**src/hw/rtl/utu_pkg.sv**
```systemverilog
package utu_pkg;

    // format codes shared by both configuration registers
    localparam logic [1:0] FmtUtf8 = 2'd0;
    localparam logic [1:0] FmtLe   = 2'd1;
    localparam logic [1:0] FmtBe   = 2'd2;
    localparam logic [1:0] FmtBad  = 2'd3;

    localparam int CfgIdxW = 2;
    localparam int CfgDatW = 2;
    localparam logic [CfgIdxW-1:0] CfgSrcIdx = 2'd0;
    localparam logic [CfgIdxW-1:0] CfgTgtIdx = 2'd1;

    localparam int QueueDepth = 2;
    localparam int CodeW      = 21;

    typedef enum logic [2:0] {
        KindErr,
        KindRaw1,
        KindRaw2,
        KindCode,
        KindErrCode
    } t_kind;

    // one classified input byte, handed from the front to the back
    typedef struct packed {
        t_kind              kind;
        logic               big_end;
        logic [CodeW-1:0]   code;
        logic [7:0]         b0;
        logic [7:0]         b1;
    } t_job;

endpackage

```
**src/hw/rtl/utu_front.sv**
```systemverilog
module utu_front (
    input  logic                          i_clk,
    input  logic                          i_rst_n,
    input  logic                          i_in_valid,
    output logic                          o_in_ready,
    input  logic [7:0]                    i_in_byte,
    input  logic                          i_cfg_valid,
    output logic                          o_cfg_ready,
    input  logic [utu_pkg::CfgIdxW-1:0]   i_cfg_index,
    input  logic [utu_pkg::CfgDatW-1:0]   i_cfg_data,
    input  logic                          i_full,
    output logic                          o_push,
    output utu_pkg::t_job                 o_job
);

    logic [1:0]                 r_src, r_tgt;
    logic [1:0]                 r_pend, n_pend;
    logic [utu_pkg::CodeW-1:0]  r_acc, n_acc;
    logic [7:0]                 r_held, n_held;
    logic                       r_held_vld, n_held_vld;

    logic                       accept, push;
    logic [utu_pkg::CodeW-1:0]  acc_ext, lead_acc;
    logic [1:0]                 lead_pend;
    logic                       is_ascii, lead_multi;
    utu_pkg::t_job              job;

    assign o_in_ready  = !i_full;
    assign o_cfg_ready = 1'b1;
    assign accept      = i_in_valid && o_in_ready;
    assign o_push      = accept && push;
    assign o_job       = job;

    assign acc_ext  = {r_acc[14:0], i_in_byte[5:0]};
    assign is_ascii = !i_in_byte[7];

    // lead byte classification
    always_comb begin
        lead_multi = 1'b1;
        lead_acc   = '0;
        lead_pend  = 2'd0;
        if (i_in_byte[7:5] == 3'b110) begin
            lead_acc  = {16'd0, i_in_byte[4:0]};
            lead_pend = 2'd1;
        end else if (i_in_byte[7:4] == 4'b1110) begin
            lead_acc  = {17'd0, i_in_byte[3:0]};
            lead_pend = 2'd2;
        end else if (i_in_byte[7:3] == 5'b11110) begin
            lead_acc  = {18'd0, i_in_byte[2:0]};
            lead_pend = 2'd3;
        end else begin
            lead_multi = 1'b0;
        end
    end

    always_comb begin
        n_pend     = r_pend;
        n_acc      = r_acc;
        n_held     = r_held;
        n_held_vld = r_held_vld;
        push       = 1'b0;
        job        = '0;
        job.kind   = utu_pkg::KindErr;
        job.big_end = (r_tgt == utu_pkg::FmtBe);
        job.b0     = i_in_byte;
        job.b1     = r_held;
        job.code   = utu_pkg::CodeW'(i_in_byte);
        if (r_src == utu_pkg::FmtBad || r_tgt == utu_pkg::FmtBad) begin
            push = 1'b1;
        end else if (r_src == r_tgt) begin
            push     = 1'b1;
            job.kind = utu_pkg::KindRaw1;
        end else if (r_src == utu_pkg::FmtUtf8) begin
            if (r_pend == 2'd0) begin
                if (is_ascii) begin
                    push     = 1'b1;
                    job.kind = utu_pkg::KindCode;
                end else if (lead_multi) begin
                    n_acc  = lead_acc;
                    n_pend = lead_pend;
                end else begin
                    push = 1'b1;
                end
            end else if (i_in_byte[7:6] == 2'b10) begin
                n_acc  = acc_ext;
                n_pend = r_pend - 2'd1;
                if (r_pend == 2'd1) begin
                    push     = 1'b1;
                    job.kind = utu_pkg::KindCode;
                    job.code = acc_ext;
                    n_acc    = '0;
                end
            end else begin
                // broken sequence: report, then restart on this byte
                push   = 1'b1;
                n_pend = lead_multi ? lead_pend : 2'd0;
                n_acc  = lead_multi ? lead_acc : '0;
                if (is_ascii) begin
                    job.kind = utu_pkg::KindErrCode;
                end
            end
        end else if (r_tgt != utu_pkg::FmtUtf8) begin
            if (!r_held_vld) begin
                n_held     = i_in_byte;
                n_held_vld = 1'b1;
            end else begin
                push       = 1'b1;
                job.kind   = utu_pkg::KindRaw2;
                n_held     = '0;
                n_held_vld = 1'b0;
            end
        end else begin
            push = 1'b1;
        end
    end

    always_ff @(posedge i_clk) begin
        if (!i_rst_n) begin
            r_src      <= utu_pkg::FmtUtf8;
            r_tgt      <= utu_pkg::FmtLe;
            r_pend     <= 2'd0;
            r_acc      <= '0;
            r_held     <= '0;
            r_held_vld <= 1'b0;
        end else begin
            if (i_cfg_valid && o_cfg_ready) begin
                case (i_cfg_index)
                    utu_pkg::CfgSrcIdx: r_src <= i_cfg_data;
                    utu_pkg::CfgTgtIdx: r_tgt <= i_cfg_data;
                    default: ;
                endcase
            end
            if (accept) begin
                r_pend     <= n_pend;
                r_acc      <= n_acc;
                r_held     <= n_held;
                r_held_vld <= n_held_vld;
            end
        end
    end

endmodule

```
**src/hw/rtl/utu_fifo.sv**
```systemverilog
module utu_fifo #(
    parameter int DEPTH = utu_pkg::QueueDepth
) (
    input  logic            i_clk,
    input  logic            i_rst_n,
    input  logic            i_push,
    input  utu_pkg::t_job   i_data,
    output logic            o_full,
    input  logic            i_pop,
    output logic            o_nempty,
    output utu_pkg::t_job   o_data
);

    localparam int PtrW = $clog2(DEPTH);
    localparam int CntW = $clog2(DEPTH + 1);

    utu_pkg::t_job      r_mem [DEPTH];
    logic [PtrW-1:0]    r_wp, r_rp;
    logic [CntW-1:0]    r_cnt;

    assign o_full   = (r_cnt == CntW'(DEPTH));
    assign o_nempty = (r_cnt != '0);
    assign o_data   = r_mem[r_rp];

    always_ff @(posedge i_clk) begin
        if (!i_rst_n) begin
            r_wp  <= '0;
            r_rp  <= '0;
            r_cnt <= '0;
        end else begin
            if (i_push) begin
                r_wp <= (r_wp == PtrW'(DEPTH - 1)) ? '0 : r_wp + 1'b1;
            end
            if (i_pop) begin
                r_rp <= (r_rp == PtrW'(DEPTH - 1)) ? '0 : r_rp + 1'b1;
            end
            if (i_push && !i_pop) begin
                r_cnt <= r_cnt + 1'b1;
            end else if (i_pop && !i_push) begin
                r_cnt <= r_cnt - 1'b1;
            end
        end
    end

    always_ff @(posedge i_clk) begin
        if (i_push) begin
            r_mem[r_wp] <= i_data;
        end
    end

endmodule

```
**src/hw/rtl/utu_back.sv**
```systemverilog
module utu_back (
    input  logic            i_clk,
    input  logic            i_rst_n,
    input  logic            i_job_vld,
    input  utu_pkg::t_job   i_job,
    output logic            o_pop,
    output logic            o_out_valid,
    input  logic            i_out_ready,
    output logic [7:0]      o_out_byte,
    output logic            o_last_of_run,
    output logic            o_bad_input
);

    logic [7:0]     r_q [4];
    logic [7:0]     n_q [4];
    logic [2:0]     r_cnt, n_cnt;
    logic           r_bad, n_bad;
    logic           r_busy;
    logic           r_out_vld, r_out_last, r_out_bad;
    logic [7:0]     r_out_byte;
    logic           out_load;

    logic [utu_pkg::CodeW-1:0]  w;
    logic [15:0]    hi_u, lo_u, ord0, ord1;
    logic           bmp;

    // byte order of one code unit: first byte in [15:8]
    function automatic logic [15:0] order_unit(input logic [15:0] u, input logic be);
        order_unit = be ? u : {u[7:0], u[15:8]};
    endfunction

    assign w    = i_job.code - utu_pkg::CodeW'(21'h10000);
    assign hi_u = 16'hD800 + {5'd0, w[20:10]};
    assign lo_u = {6'b110111, w[9:0]};
    assign bmp  = (i_job.code[20:16] == 5'd0);
    assign ord0 = order_unit(bmp ? i_job.code[15:0] : hi_u, i_job.big_end);
    assign ord1 = order_unit(lo_u, i_job.big_end);

    always_comb begin
        n_q[0] = 8'd0;
        n_q[1] = 8'd0;
        n_q[2] = 8'd0;
        n_q[3] = 8'd0;
        n_cnt  = 3'd1;
        n_bad  = 1'b0;
        case (i_job.kind)
            utu_pkg::KindRaw1: begin
                n_q[0] = i_job.b0;
            end
            utu_pkg::KindRaw2: begin
                n_q[0] = i_job.b0;
                n_q[1] = i_job.b1;
                n_cnt  = 3'd2;
            end
            utu_pkg::KindCode: begin
                n_q[0] = ord0[15:8];
                n_q[1] = ord0[7:0];
                n_q[2] = ord1[15:8];
                n_q[3] = ord1[7:0];
                n_cnt  = bmp ? 3'd2 : 3'd4;
            end
            utu_pkg::KindErrCode: begin
                n_q[1] = ord0[15:8];
                n_q[2] = ord0[7:0];
                n_cnt  = 3'd3;
                n_bad  = 1'b1;
            end
            default: begin
                n_bad = 1'b1;
            end
        endcase
    end

    assign out_load = r_busy && (!r_out_vld || i_out_ready);
    assign o_pop    = i_job_vld && (!r_busy || (out_load && r_cnt == 3'd1));

    always_ff @(posedge i_clk) begin
        if (!i_rst_n) begin
            r_busy    <= 1'b0;
            r_cnt     <= 3'd0;
            r_out_vld <= 1'b0;
        end else begin
            if (out_load) begin
                r_out_vld <= 1'b1;
            end else if (i_out_ready) begin
                r_out_vld <= 1'b0;
            end
            if (o_pop) begin
                r_busy <= 1'b1;
                r_cnt  <= n_cnt;
            end else if (out_load) begin
                r_cnt <= r_cnt - 3'd1;
                if (r_cnt == 3'd1) begin
                    r_busy <= 1'b0;
                end
            end
        end
    end

    always_ff @(posedge i_clk) begin
        if (out_load) begin
            r_out_byte <= r_q[0];
            r_out_last <= (r_cnt == 3'd1);
            r_out_bad  <= r_bad;
        end
        if (o_pop) begin
            r_q   <= n_q;
            r_bad <= n_bad;
        end else if (out_load) begin
            r_q[0] <= r_q[1];
            r_q[1] <= r_q[2];
            r_q[2] <= r_q[3];
            r_q[3] <= 8'd0;
            r_bad  <= 1'b0;
        end
    end

    assign o_out_valid   = r_out_vld;
    assign o_out_byte    = r_out_byte;
    assign o_last_of_run = r_out_last;
    assign o_bad_input   = r_out_bad;

endmodule

```
**src/hw/rtl/utf8_to_utf16_transcoder.sv**
```systemverilog
// byte-serial transcoder: utf-8 to utf-16le/be, utf-16 byte swap, or copy
// input channel: i_in_valid / o_in_ready with i_in_byte, one byte per transfer
// output channel: o_out_valid / i_out_ready, one result byte per transfer;
//   o_last_of_run marks the last result caused by an input byte, o_bad_input
//   marks an error result (byte zero)
// config channel: i_cfg_valid / o_cfg_ready (always high), i_cfg_index 0 is
//   the source format, 1 the target format; write only while the block is idle
// the front decodes each byte and queues a job (QUEUE_DEPTH entries); the back
//   expands a job into 1 to 4 result bytes, one per cycle, into an output register
// each job is registered in the queue, then in the back's byte register, and
//   each result byte in the output register
// throughput: one result byte per cycle while the receiver is ready; ascii yields
//   two, a surrogate pair four; a byte that yields nothing takes no queue entry
// when the receiver stalls the output register holds, the queue fills and
//   o_in_ready drops once it is full
// reset clears the decode state, the queue and the output register; formats
//   return to utf-8 source and utf-16le target
module utf8_to_utf16_transcoder #(
    parameter int QUEUE_DEPTH = utu_pkg::QueueDepth
) (
    input  logic                          i_clk,
    input  logic                          i_rst_n,
    input  logic                          i_in_valid,
    output logic                          o_in_ready,
    input  logic [7:0]                    i_in_byte,
    output logic                          o_out_valid,
    input  logic                          i_out_ready,
    output logic [7:0]                    o_out_byte,
    output logic                          o_last_of_run,
    output logic                          o_bad_input,
    input  logic                          i_cfg_valid,
    output logic                          o_cfg_ready,
    input  logic [utu_pkg::CfgIdxW-1:0]   i_cfg_index,
    input  logic [utu_pkg::CfgDatW-1:0]   i_cfg_data
);

    logic           push, full, pop, nempty;
    utu_pkg::t_job  push_job, pop_job;

    utu_front u_front (
        .i_clk       (i_clk),
        .i_rst_n     (i_rst_n),
        .i_in_valid  (i_in_valid),
        .o_in_ready  (o_in_ready),
        .i_in_byte   (i_in_byte),
        .i_cfg_valid (i_cfg_valid),
        .o_cfg_ready (o_cfg_ready),
        .i_cfg_index (i_cfg_index),
        .i_cfg_data  (i_cfg_data),
        .i_full      (full),
        .o_push      (push),
        .o_job       (push_job)
    );

    utu_fifo #(
        .DEPTH (QUEUE_DEPTH)
    ) u_fifo (
        .i_clk    (i_clk),
        .i_rst_n  (i_rst_n),
        .i_push   (push),
        .i_data   (push_job),
        .o_full   (full),
        .i_pop    (pop),
        .o_nempty (nempty),
        .o_data   (pop_job)
    );

    utu_back u_back (
        .i_clk         (i_clk),
        .i_rst_n       (i_rst_n),
        .i_job_vld     (nempty),
        .i_job         (pop_job),
        .o_pop         (pop),
        .o_out_valid   (o_out_valid),
        .i_out_ready   (i_out_ready),
        .o_out_byte    (o_out_byte),
        .o_last_of_run (o_last_of_run),
        .o_bad_input   (o_bad_input)
    );

endmodule

```
**config.mk**
```make
export PLATFORM = sky130hd
export DESIGN_NAME = utf8_to_utf16_transcoder
export DESIGN_NICKNAME = d
export VERILOG_FILES = /design/src/hw/rtl/utu_pkg.sv /design/src/hw/rtl/utu_front.sv /design/src/hw/rtl/utu_fifo.sv /design/src/hw/rtl/utu_back.sv /design/src/hw/rtl/utf8_to_utf16_transcoder.sv
export SDC_FILE = /design/constraint.sdc
export NUM_CORES = 1
export LEC_CHECK = 0
export ABC_AREA = 1
export BUFFER_PORTS_ARGS = -buffer_cell sky130_fd_sc_hd__buf_4
export CAP_MARGIN = 40
export CELL_PAD_IN_SITES_DETAIL_PLACEMENT = 1
export CELL_PAD_IN_SITES_GLOBAL_PLACEMENT = 1
export CORE_ASPECT_RATIO = 0.9
export CORE_MARGIN = 8
export CORE_UTILIZATION = 45
export DETAILED_ROUTE_END_ITERATION = 12
export PLACE_DENSITY = 0.74
export SYNTH_ARGS = -nofsm -noshare
export SYNTH_HDL_FRONTEND = slang
export SYNTH_HIERARCHICAL = 1
export SYNTH_SLANG_ARGS = --single-unit
```
**constraint.sdc**
```tcl
create_clock -name i_clk -period 3.6 [get_ports i_clk]
set_input_delay 0 -clock i_clk [delete_from_list [all_inputs] [get_ports i_clk]]
set_output_delay 0 -clock i_clk [all_outputs]
set_load 0.05 [all_outputs]
```
==> results by group <==
GRT
  – Gr usage total: 18.9%
  – First-pass GRT wire length: roughly 32 mm
  – Grt total ovfl: 0
  – Largest net degree at the start of global routing: 42
  – Vias in the first global route: roughly 6000
  – Initial antenna violation count: 0

Clock network
  – Post-CTS setup buffers: 0
  – CTS sink count: 165
  – H-tree levels: 4
  – Root Buffer: clkbuf_16
  – Total CTS buffers: 17
  – CTS clk-pin slew, worst paths: 0.06 ns
  – CTS tree: built
  – Longest Clk Path Bufs: 2
  – Clk_lat worst skew: 0.43 ns

Route
  – Drt total wl: between 20 and 25 mm
  – Drc violations: 0
  – Via density: 5.19
  – Total number of vias: 5634
  – DRT Pass-1 Iters: 4
  – DR WL/cell: 18.6 um
  – 1st-iter DRT viols: 299
  – Antenna viol nets, final: 0

Floorplan
  – Die Ht: 143 um
  – Core ar.: 17600 um2
  – Starting Density: 45.8%
  – Die area: 22400 um2
  – Num rows: 46
  – Ports: 30
  – Chip Width: 157 um

Logic synthesis
  – Post-synth top cells: 210 x nand2_1, 125 x edfxtp_1, 71 x nor2_1
  – Cell count after synthesis: 802
  – Synth area leaders: edfxtp_1 47%, dfxtp_1 10%, nand2_1 9.8%
  – Top FF cell, synth: edfxtp_1
  – Yosys top cell area share: between 40% and 50%
  – Register bit total from synthesis: 165
  – Synth Area per Inst: 10.0 um2
  – Syn Nets: 825
  – Area leader, netlist: edfxtp_1
  – Count leader, synth: nand2_1
  – Synth Warn #: 6
  – Ys async rst share: 0%
  – Library cells used by synthesis: between 40 and 50
  – Post-synthesis sequential area ratio: between 50% and 60%
  – Cell Area, Synth: 8030 um2
  – Number of flops mapped to enable cells by yosys: 125

Timing
  – Slew @ Worst Pin: 0.560 ns
  – Max Clock Skew: 0.0115 ns
  – RSZ-0062 raised after global routing: false
  – Slew margin rel.: 62.6%
  – Final setup vio count: 0
  – Crit share post-route: around three quarters
  – Fin Setup TNS: 0 ns
  – F_max: about 370 MHz
  – Max-slew violations: 0
  – Final Hold Viols: 0
  – Min Tclk post-route: 2.71 ns

Critical path
  – Crit start category: register
  – Crit Path Category: reg2reg
  – Reg2reg setup slack: 0.89 ns
  – Reg2Reg Depth: 6
  – Crit. End Element: register
  – Crit path max fanout: 16
  – Critical R2R Capture: u_back/r_q[8]
  – Worst Setup EP: u_back/r_q[8]
  – Critical Path AT: 2.86 ns
  – Required @ worst endpoint: 3.75 ns
  – Critical Path Max Stage Delay: 0.60 ns
  – Critical path's slowest cell: dfxtp_2
  – Crit-path cells: buf_4 > mux2_4 > nand2_2 > nor2_4 > o21ai_0 > o311ai_0

Finish
  – Share of layout cells above drive strength 1: about 17%
  – Antenna cells: 0
  – Final Cell Area: ~9000 um2
  – Layout area overhead: 12.4%
  – Layout Cells excl Fill: 1086
  – Nets: roughly 860

Place
  – Placed instance count: 1035
  – Final RePlAce weighted congestion: 0.881
  – IO Port Bufs: 28
  – DP HPWL: 14.6 mm
  – Placed inst area: 8280 um2

Power and ir drop
  – Tot Pwr: 7330 uW
  – Pwr dens: 812 nW/um2
  – Worst vdd ir: 366 uV
  – P_leak: 0.00374 uW

Worst hold path
  – Hold Crit Class: in2reg

Run
  – Max-cap violation count: 0

Outcome
  – Status: completed
worst min-delay path by stage:
stage                      start             endpoint  slack (ns)  cells after the start
floorplan                i_rst_n      u_back/r_cnt[1]         0.1                      2
global placement    i_in_byte[6]  u_fifo/r_mem[1][14]        0.22                      1
detailed placement  i_in_byte[6]  u_fifo/r_mem[1][14]        0.22                      1
CTS                   i_in_valid   u_front/r_held_vld        0.13                      5
global route          i_in_valid   u_front/r_held_vld        0.17                      5
finish                i_in_valid   u_front/r_held_vld        0.15                      5
what timing repair did:
item                      4_1_cts  5_1_grt
hold endpoints to repair       55        0
resized for setup               0        0
hold buffers                   19        0
registers in the layout (all words and copies together), names as in the netlist, 2 cells and up, named ones only:
register / cells
u_fifo/r_mem: 82
u_back/r_q: 32
u_front/r_acc: 15
u_back/o_out_byte: 8
u_front/r_held: 8
u_back/r_cnt: 3
u_fifo/r_cnt: 2
u_front/r_pend: 2
u_front/r_src: 2
u_front/r_tgt: 2
placed cells by master (no fill, tap or decap), types with 3 or more instances in the layout:
| cell type | synthesis | layout |
|---|---|---|
| nand3_2 | 3 | 3 |
| nor2_1 | 71 | 70 |
| clkinv_1 | 4 | 4 |
| nor2_4 | 5 | 6 |
| clkinv_4 | 0 | 3 |
| a21oi_1 | 36 | 36 |
| ha_1 | 6 | 6 |
| nand2_2 | 6 | 6 |
| clkbuf_1 | 4 | 3 |
| clkbuf_16 | 0 | 18 |
| o21ai_1 | 4 | 4 |
| inv_2 | 10 | 10 |
| dfxtp_1 | 40 | 39 |
| edfxtp_1 | 125 | 125 |
| nand2_1 | 210 | 210 |
| o211ai_1 | 5 | 5 |
| nand3_1 | 65 | 65 |
| nor2_2 | 6 | 6 |
| buf_4 | 18 | 33 |
| dlygate4sd3_1 | 0 | 19 |
| inv_1 | 67 | 67 |
| o21ai_0 | 20 | 20 |
| nand4_1 | 3 | 3 |
| mux2_4 | 40 | 40 |
| nor3_1 | 16 | 16 |
| inv_6 | 0 | 4 |
cell families after synthesis:
logic type,after synthesis,share of synthesized area (%)
adders and majority gates,6,0.934
muxes,41,7.62
xor gates and xnor gates,2,0.218
DFF,165,56.7
buffers and inverters,123,8.04
and+or+nand+nor,393,21.6
AOI/OAI and AO/OA,71,4.87
other,1,0.0467
where the power goes:
| part | switching [uW] | internal [uW] | leakage, uW | total [uW] |
|---|---|---|---|---|
| Clock | 774 | 960 | 0.000278 | 1730 |
| Sequential | 198 | 2690 | 0.00153 | 2890 |
| Combinational | 1810 | 889 | 0.00193 | 2700 |
per-stage QoR:
stage,utilization [%],setup WS (ns),hold WS [ns]
floorplan,-,0.156,0.0976
global placement,47.1,1.04,0.221
detailed placement,47.1,0.931,0.221
CTS,51.4,0.903,0.134
global route,51.4,0.657,0.168
finish,51.4,0.893,0.153
layout make-up:
class / instances / area, um2
timing repair buffer: 53 / 458
tap: 240 / 300
multi-input combinational: 514 / 2840
sequential: 165 / 4560
clock inverter: 10 / 88.8
clock buffer: 22 / 475
inverter: 82 / 310
fill: 1963 / 8520
critical path: cells and delay by family (launching register included):
kind,cells,cell delay (ns)
buffers and inverters,1,0.34
flip-flops,1,0.60
AND/OR/NAND/NOR,2,0.51
multiplexers,1,0.24
AO/OA/AOI/OAI,2,0.74
per-layer routing:
metal  wire [um]  GRT usage [%]  part of all wire [%]
met4         350           5.51                   1.7
met1        8880           22.6                    44
met2       10100           32.9                    50
met3         898           5.05                   4.4
met5           0              0                     0
(Power assumes the default switching activity.)
